$ cat src/rtl/mhpq_pkg.sv
// Shared constants, codes and types of the max-heap priority queue.
package mhpq_pkg;

  localparam int CAPACITY = 1024;
  localparam int KEY_W    = 32;
  localparam int RANK_W   = 11;
  localparam int CNT_W    = $clog2(CAPACITY + 1);
  localparam int STEP_W   = (CAPACITY > 2) ? $clog2(CAPACITY) : 1;

  localparam logic [1:0] FN_INSERT = 2'd0;
  localparam logic [1:0] FN_DELETE = 2'd1;
  localparam logic [1:0] FN_SELECT = 2'd2;

  localparam logic [1:0] ST_OK    = 2'd0;
  localparam logic [1:0] ST_FULL  = 2'd1;
  localparam logic [1:0] ST_EMPTY = 2'd2;
  localparam logic [1:0] ST_RANGE = 2'd3;

  typedef enum logic [1:0] {
    CELL_HOLD,
    CELL_INSERT,
    CELL_LEFT,
    CELL_RIGHT
  } cell_op_t;

  typedef struct packed {
    cell_op_t                 op;
    logic signed [KEY_W-1:0]  key;
  } cell_cmd_t;

endpackage

$ cat src/rtl/mhpq_cell.sv
// One cell of the sorted key chain: holds one key, shifts or inserts with its neighbours.
module mhpq_cell (
  input  logic                            clk,
  input  mhpq_pkg::cell_cmd_t             cmd,
  input  logic                            used,
  input  logic signed [mhpq_pkg::KEY_W-1:0] prev_key,
  input  logic                            prev_ge,
  input  logic signed [mhpq_pkg::KEY_W-1:0] next_key,
  output logic signed [mhpq_pkg::KEY_W-1:0] key,
  output logic                            ge
);

  // new key belongs at or before this place
  assign ge = !used || (cmd.key > key);

  always_ff @(posedge clk) begin
    case (cmd.op)
      mhpq_pkg::CELL_INSERT: begin
        if (ge) begin
          key <= prev_ge ? prev_key : cmd.key;
        end
      end
      mhpq_pkg::CELL_LEFT:  key <= next_key;
      mhpq_pkg::CELL_RIGHT: key <= prev_key;
      default: ;
    endcase
  end

endmodule

$ cat config.mk
export PLATFORM = sky130hd
export DESIGN_NAME = mhpq_cell
export DESIGN_NICKNAME = d
export VERILOG_FILES = /design/src/rtl/mhpq_pkg.sv /design/src/rtl/mhpq_cell.sv
export SDC_FILE = /design/constraint.sdc
export NUM_CORES = 1
export LEC_CHECK = 0
export ABC_AREA = 1
export BUFFER_PORTS_ARGS = -buffer_cell sky130_fd_sc_hd__clkbuf_2
export CORE_UTILIZATION = 40
export DETAILED_ROUTE_END_ITERATION = 16
export MAX_ROUTING_LAYER = met4
export PLACE_DENSITY = 0.69
export RECOVER_POWER = 50
export SKIP_LAST_GASP = 1
export SYNTH_ARGS = -nofsm -noshare
export SYNTH_HDL_FRONTEND = slang
export SYNTH_SLANG_ARGS = --single-unit
$ cat constraint.sdc
create_clock -name clk -period 3.45 [get_ports clk]
set_input_delay 0.345 -clock clk [delete_from_list [all_inputs] [get_ports clk]]
set_output_delay 0.345 -clock clk [all_outputs]
set_load 0.01 [all_outputs]
==> results.toml, run 1 <==
[cells_and_area]
antenna_cells = 0
top_register = "key"
seqCellArea_um2 = 961
final_area_mm2 = 0.00357
drive_above_1_share = 0.247
fillers = 681
multi_input_area_mm2 = 0.00147
final_util = 0.526
reg_top3 = "key: 32 flops"
largest_reg_flops = 32
fin_nets = 622
area_delta_synth_final_pct = 27.3

[clock_network]
hold_buffers = 0
post_cts_buffers = 0
clock_tree.buffer_depth = 2
clk_latency_ns = 0.28
cts_buffers = 5
clk_pin_slew_ns = 0.06
cts-root-buf = "clkbuf_8"
cts_tree = "yes"
cts-htree-levels = 2
cts.sinks = 32
post_cts_resize_count = 0

[logic_synthesis]
syn-num-nets = 499
synth_flop_cell = "edfxtp_1"
yosysMostFrequentCell = "inv_1"
ys_seq_area_frac = 0.342
synth_edf_count = 32
synth_cell_types = 24
synthTopCellsByArea = "edfxtp_1, ha_1, o221ai_1"
ys_top_cells_by_count = "inv_1, nand2_1, nor2_1, nand3_1, o21ai_0"
ys_warn_count = 0
synth_seq_cells = 32
synth_area_mm2 = 0.00281
netlist.area_leader.share = 0.342
synthArstFlopShare = 0
postSynthCellCount = 366
synth.avg_cell_area_um2 = 7.67
yosys.area.top_type = "edfxtp_1"

[floorplan]
initial_core_util = 0.413
io_pins = 134
die_area_mm2 = 0.00736
row_count = 30
core_mm2 = 0.00679
die_h_um = 85.8
die_w_um = 85.8

[global_route]
grt_max_degree = 35
grt_antenna_before_repair = 0
grt_pass1_wl_um = 13000
grt_usage = 0.229
grt_pass1_vias = 2848
grt-ovfl-total = 0

[place]
port_buffers = 133
gp_congestion = 0.768
place_area_mm2 = 0.00353
hpwl_um = 6080

[routing]
wire_per_inst_um = 13.5
dr.pass1.iters = 4
drt_iter0_drc = 149
antenna_left = 0
drcViolationCount = 0
routed_wl_um = 7920
detail_route.vias_per_cell = 5.07
vias = 2973

[timing]
grt_setup_unrepaired = "no"
post-route-period-util = 0.825
worst_slew_pin_slew_ns = 1.65
finalSetupTns_ns = 0
clock_skew_ns = 0.00598
hold_ws_ns = 0.396
fmax_mhz = 351
slew_viol_final = 35
finalHoldViolations = 0
relSlewSlack = -0.101
min_period_ns = 2.85
setup_viol = 0

[run]
max-cap-violations = 1

[worst_setup_path]
path_class = "primary input to register"
cp.required_ns = 3.45
crit_fanout = 34
worst_setup_path_end_kind = "register"
startpoint_type = "primary input"
crit_arrival_ns = 2.84

[power_and_ir_drop]
vdd_drop_max_v = 0.000193
p_per_area_mw_per_mm2 = 334
power_leakage_uw = 0.00183

[outcome]
violations = "max-capacitance violations, max-slew violations"
status = "finished, violations left"

[worst_hold_path]
min_path_type = "primary input to register"
-- per-stage QoR --
stage / cells / worst slack (ns) / power (uW)
final: 586 / 0.604 / 1190
after global routing: 586 / 0.450 / 1280
after CTS: 586 / 0.789 / 1220
after detailed placement: 578 / 0.734 / 949
after global placement: 578 / 0.794 / 939
after floorplan: 366 / 0.761 / 771
-- layout make-up --
class                      instances  area share
clock buffer                       5      0.0193
clock inverter                     3     0.00385
inverter                          76      0.0798
multi-input combinational        237       0.411
sequential                        32       0.269
tap                               96      0.0336
timing repair buffer             137       0.183
-- critical path, stage by stage --
cell and delay, ns:
clkbuf_1 1.16, or2_0 0.78, buf_4 0.37, o221ai_1 0.16
-- routing by layer --
metal / part of all wire / vias up / GRT usage
met5: 0 / - / -
met4: 0.0072 / 0 / 0.0455
met3: 0.065 / 6 / 0.0375
met2: 0.50 / 116 / 0.402
met1: 0.43 / 1353 / 0.279
li1: - / 1498 / -
-- placed cells by master, fill, tap and decap left out --
master,Yosys,final
inv_2,4,4
buf_4,0,4
a21oi_2,1,1
clkbuf_1,16,33
ha_1,32,32
nand4_1,2,2
clkbuf_2,0,100
nand2_1,40,40
nand2_2,2,2
clkinv_2,0,2
or2_0,0,1
nor2_2,1,1
o221ai_1,31,31
nor3b_2,1,1
clkbuf_8,0,5
a21oi_1,13,13
edfxtp_1,32,32
o21a_2,1,1
o21ai_0,33,33
o21ai_1,1,1
o211ai_1,1,1
nand3_1,36,36
clkinv_1,1,2
nor2_1,40,40
inv_1,71,71
a21o_1,1,1
-- kinds of logic (layout without fill, tap and decap cells) --
group / Yosys count / after routing / synth area share
AO/OA/AOI/OAI: 82 / 82 / 0.192
adder cells (fa/ha/maj): 32 / 32 / 0.143
buffers and inverters: 97 / 221 / 0.134
flip-flops: 32 / 32 / 0.342
AND/OR/NAND/NOR: 123 / 123 / 0.189
-- power breakdown --
| group | internal [uW] | switching (uW) | leakage (uW) |
|---|---|---|---|
| Combinational | 167 | 243 | 0.00146 |
| Sequential | 491 | 27.0 | 0.000327 |
| Clock | 136 | 129 | 0.0000453 |
| Total | 794 | 399 | 0.00183 |
-- final timing paths --
check | start | endpoint | slack (ns) | cells after the start
max | cmd[32] | key[20] | 0.60 | 4
max reg2reg | key[31] | key[23] | 0.78 | 15
min | prev_key[31] | key[31] | 0.40 | 3
min reg2reg | key[31] | key[18] | 1.44 | 8
(Power assumes the default switching activity.)
==> run 2, diff against run 1 <==
--- a/config.mk
+++ b/config.mk
@@ -10,7 +10,7 @@
 export CORE_UTILIZATION = 40
 export DETAILED_ROUTE_END_ITERATION = 16
 export MAX_ROUTING_LAYER = met4
-export PLACE_DENSITY = 0.69
+export PLACE_DENSITY = 0.71
 export RECOVER_POWER = 50
 export SKIP_LAST_GASP = 1
 export SYNTH_ARGS = -nofsm -noshare
==> constraint.sdc (replaced) <==
create_clock -name clk -period 2.35 [get_ports clk]
set_input_delay 0.235 -clock clk [delete_from_list [all_inputs] [get_ports clk]]
set_output_delay 0.235 -clock clk [all_outputs]
set_load 0.01 [all_outputs]
==> run 2 against run 1 <==
Net effect:
- the run now ends clean
- cell area up 4.6%
- sequential share of layout area shrank 1.2 points
- global-route usage increased by 0.79 points
- combinational power increased by 65%
- highest routed layer unchanged
==> results.toml, run 2 (synthesized netlist as in run 1, its figures left out) <==
[routing]
antenna_left = 0
detail_route.vias_per_cell = 5.13
vias = 3045
wire_per_inst_um = 14.0
drt_iter0_drc = 157
drcViolationCount = 0
routed_wl_um = 8320
dr.pass1.iters = 4

[clock_network]
clk_latency_ns = 0.27
cts_tree = "yes"
cts_buffers = 5
cts-htree-levels = 2
clock_tree.buffer_depth = 2
cts.sinks = 32
clk_pin_slew_ns = 0.06
cts-root-buf = "clkbuf_8"
hold_buffers = 0

[cells_and_area]
layout.cells.non_filler = 594
top_register = "key"
fin_nets = 633
antenna_cells = 0
layout_common_cells = "clkbuf_2, inv_1, nand2_1, nor2_1, nand3_1"
final_util = 0.550
reg_top3 = "key: 32 flops"
final_common_cell = "clkbuf_2"
drive_above_1_share = 0.285
area_delta_synth_final_pct = 33.1
largest_reg_flops = 32

[worst_setup_path]
cpPeakStageDelay_ns = 0.37
cp_top_family = "simple AND/OR/NAND/NOR gates"
r2r_start = "key[21]"
ff2ff_setup_slack_ns = 0.12
crit_arrival_ns = 2.22
crit_top_cell = "nand2_1"
startpoint_type = "register"
path_cells = "inv_2, ha_4, nand2_1, nor2_4, nand3_2, nor3b_2, nand2_1, nand2_1, nand2_1, nand2_1, nand2_1, nand2_2, nand2_1, nand2_4, buf_12"
slowest_stage = "edfxtp_1"
worst_setup_path_end_kind = "register"
critPathBufInv = 2
cp.required_ns = 2.34
crit_fanout = 13
crit_path_start = "key[21]"
path_class = "register to register"

[power_and_ir_drop]
p_sw_uw = 595
swShare = 0.331
power_leakage_uw = 0.00191
vdd_drop_max_v = 0.000283
p_per_area_mw_per_mm2 = 481
clock_power_share = 0.203
power_frac_comb = 0.377
pwr-share-seq = 0.421
p_int_uw = 1200

[run]
max-cap-violations = 0

[timing]
grt_setup_unrepaired = "yes"
worst_slew_pin_slew_ns = 1.16
clock_skew_ns = 0.00331
fmax_mhz = 448
min_period_ns = 2.23
setup_viol = 0
slew_viol_final = 0
post-route-period-util = 0.950
relSlewSlack = 0.229
finalHoldViolations = 0

[floorplan]
core_mm2 = 0.00679
io_pins = 134
die_h_um = 85.8
initial_core_util = 0.413
die_area_mm2 = 0.00736
die_w_um = 85.8
row_count = 30

[global_route]
grt_pass1_wl_um = 13200
grt_pass1_vias = 2982
grt_usage = 0.237
grt-ovfl-total = 0
grt_max_degree = 34
grt_antenna_before_repair = 0

[outcome]
status = "finished, final reports clean"

[worst_hold_path]
min_from = "prev_key[22]"
min_path_type = "primary input to register"

[place]
place_inst = 583
port_buffers = 133
gp_congestion = 0.781
hpwl_um = 6230
## run 2: cell types whose count changed in the layout (fill, tap and decap cells not counted), moves of 2 or more
cell      previous run  this run
nor2_2               1         3
clkbuf_1            33        30
a21oi_1             13        11
nand2_1             40        38
a21oi_2              1         3
clkbuf_2           100       103
clkinv_2             2         0
buf_12               0         2
nor2_1              40        37
buf_4                4         9
## run 2: routing by layer
| metal | wire [um] | GRT usage | vias up |
|---|---|---|---|
| met3 | 486 | 0.0404 | 5 |
| met1 | 3630 | 0.266 | 1399 |
| met5 | 0 | - | - |
| met2 | 4110 | 0.433 | 118 |
| li1 | - | - | 1523 |
| met4 | 88 | 0.0667 | 0 |
## run 2: layout make-up
type | instances | area (um^2)
multi-input combinational | 237 | 1520
inverter | 76 | 285
clock buffer | 5 | 68.8
timing repair buffer | 148 | 785
tap | 96 | 120
fill | 685 | 3060
sequential | 32 | 961
## run 2: worst reg2reg max path, delay by kind of cell (launching register included)
kind / cells / cell delay, ns
buf+inv: 2 / 0.21
fa+ha+maj: 1 / 0.26
simple gates: 12 / 1.10
flops: 1 / 0.37
## run 2: repair_timing
| item | CTS | global route |
|---|---|---|
| setup endpoints to repair | 0 | 33 |
| resized for setup | 0 | 11 |
| buffers inserted | 0 | 4 |
## run 2: worst paths after layout
kind / endpoint / depth (start not counted)
worst max-delay path: key[29] / 15
worst max register to register: key[29] / 15
worst min register to register: key[19] / 9
worst min-delay path: key[22] / 3
## run 2: metrics by stage
step	TNS [ns]	area (um^2)	total power, uW	setup slack (ns)	hold slack (ns)
floorplan	0	2820	1130	0.118	0.448
global placement	0	3600	1400	0.154	0.568
detailed placement	0	3600	1420	0.100	0.574
CTS	0	3670	1790	0.0798	0.283
global route	-0.240	3740	1930	-0.0140	0.302
finish	0	3740	1800	0.116	0.292
## run 2: power groups by stage
stage	clock network, uW	registers, uW	logic (uW)
global route	395	763	769
floorplan	0	797	336
CTS	380	756	653
finish	364	756	677
global placement	0	767	632
detailed placement	0	768	649
==> run 3, diff against run 2 <==
--- a/config.mk
+++ b/config.mk
@@ -10,7 +10,7 @@
 export CORE_UTILIZATION = 40
 export DETAILED_ROUTE_END_ITERATION = 16
 export MAX_ROUTING_LAYER = met4
-export PLACE_DENSITY = 0.71
+export PLACE_DENSITY = 0.69
 export RECOVER_POWER = 50
 export SKIP_LAST_GASP = 1
 export SYNTH_ARGS = -nofsm -noshare
==> constraint.sdc (replaced) <==
create_clock -name clk -period 2.8 [get_ports clk]
set_input_delay 0.28 -clock clk [delete_from_list [all_inputs] [get_ports clk]]
set_output_delay 0.28 -clock clk [all_outputs]
set_load 0.01 [all_outputs]
==> run 3 against run 2 <==
Net effect:
- setup slack gained 0.38 ns
- die area is the same
- final cell count decreased by 1.0%
- wire length shrank 1.8%
- critical path depth stayed put
- non-clock buffer count down 9
- hold slack better by 0.032 ns
- clock skew increased by 0.0068 ns
- first-iteration DRC count grew 7.0%
- via count decreased by 2.1%
- combinational power decreased by 24%
- cell area decreased by 4.0%
- critical path type unchanged
==> results.toml, run 3 (synthesized netlist as in run 1, its figures left out) <==
[floorplan]
core_mm2 = 0.00679
die_w_um = 85.8
initial_core_util = 0.413
die_area_mm2 = 0.00736
row_count = 30
die_h_um = 85.8
io_pins = 134

[global_route]
grt_antenna_before_repair = 0
grt_max_degree = 34
grt-ovfl-total = 0
grt_pass1_vias = 2919
grt_pass1_wl_um = 13000
grt_usage = 0.231

[timing]
clock_skew_ns = 0.0101
finalSetupTns_ns = 0
slew_viol_final = 0
grt_setup_unrepaired = "no"
setup_viol = 0
post-route-period-util = 0.823
worst_slew_pin_slew_ns = 1.14
min_period_ns = 2.30
finalHoldViolations = 0
fmax_mhz = 434
relSlewSlack = 0.240

[cells_and_area]
antenna_cells = 0
fin_nets = 624
final_common_cell = "clkbuf_2"
reg_top3 = "key: 32 flops"
final_util = 0.528
seqCellArea_um2 = 961
area_delta_synth_final_pct = 27.8
largest_reg_flops = 32
drive_above_1_share = 0.246
multi_input_area_mm2 = 0.00147
top_register = "key"
layout_common_cells = "clkbuf_2, inv_1, nor2_1, nand2_1, nand3_1"
fillers = 680

[routing]
wire_per_inst_um = 13.9
vias = 2981
drcViolationCount = 0
drt_iter0_drc = 168
detail_route.vias_per_cell = 5.07
routed_wl_um = 8170
dr.pass1.iters = 4
antenna_left = 0

[place]
port_buffers = 133
gp_congestion = 0.788
hpwl_um = 6170

[run]
max-cap-violations = 0

[worst_hold_path]
min_path_type = "primary input to register"

[worst_setup_path]
crit_path_start = "key[31]"
path_class = "register to register"
ff2ff_setup_slack_ns = 0.50
worst_setup_path_end_kind = "register"
crit_end = "key[21]"
cp.required_ns = 2.77
crit_arrival_ns = 2.27
startpoint_type = "register"
reg2reg_to = "key[21]"
crit_fanout = 18
r2r_start = "key[31]"
r2r_cells = 15

[clock_network]
post_cts_buffers = 0
clock_tree.buffer_depth = 2
hold_buffers = 0
cts_buffers = 5
cts.sinks = 32
cts-root-buf = "clkbuf_8"
clk_pin_slew_ns = 0.07
cts-htree-levels = 2
cts_tree = "yes"
post_cts_resize_count = 0
clk_latency_ns = 0.29

[power_and_ir_drop]
vdd_drop_max_v = 0.000185
p_per_area_mw_per_mm2 = 414
power_leakage_uw = 0.00184

[outcome]
status = "finished, final reports clean"
-- run 3: worst max-delay path, stage by stage (launching register included) --
cell	delay, ns
edfxtp_1	0.34
inv_1	0.05
ha_1	0.32
nand2_1	0.10
nor2_2	0.14
nand2_2	0.07
nor3b_2	0.21
nand2_1	0.09
nand2_1	0.06
nand2_1	0.05
nand2_1	0.06
nand2_1	0.06
nand2_2	0.06
nand2_1	0.04
nand2_1	0.08
buf_4	0.27
-- run 3: worst min path at each step --
stage / slack, ns / start / to / cells after the start
floorplan: 0.49 / prev_key[0] / key[0] / 2
global placement: 0.61 / prev_key[3] / key[3] / 3
detailed placement: 0.62 / prev_key[6] / key[6] / 3
CTS: 0.32 / prev_key[6] / key[6] / 3
global route: 0.34 / prev_key[31] / key[31] / 3
finish: 0.32 / prev_key[6] / key[6] / 3
-- run 3: stage by stage --
step / hold slack (ns) / instances / worst slack, ns / power (uW) / area [um^2]
after floorplan: 0.493 / 366 / 0.111 / 950 / 2810
after global placement: 0.614 / 580 / 0.523 / 1160 / 3550
after detailed placement: 0.619 / 580 / 0.479 / 1170 / 3550
after CTS: 0.320 / 588 / 0.478 / 1510 / 3630
after global routing: 0.337 / 588 / 0.276 / 1590 / 3590
final: 0.324 / 588 / 0.495 / 1480 / 3590
-- run 3: where the power goes --
group / internal [uW] / total [uW] / switching [uW]
logic: 209 / 513 / 304
clock network: 173 / 336 / 163
registers: 604 / 635 / 30.9
-- run 3: layout make-up --
| class | instances | share of cell area |
|---|---|---|
| Clock buffer | 7 | 0.0213 |
| Clock inverter | 1 | 0.00105 |
| Inverter | 76 | 0.0795 |
| Multi-Input combinational cell | 237 | 0.410 |
| Sequential cell | 32 | 0.268 |
| Tap cell | 96 | 0.0335 |
| Timing Repair Buffer | 139 | 0.187 |
-- run 3: per-layer routing --
layer | up-vias | track usage | wire length [um]
met4 | 0 | 0.0591 | 88
met2 | 122 | 0.401 | 4030
met1 | 1351 | 0.276 | 3510
met5 | - | - | 0
li1 | 1501 | - | -
met3 | 7 | 0.0433 | 541
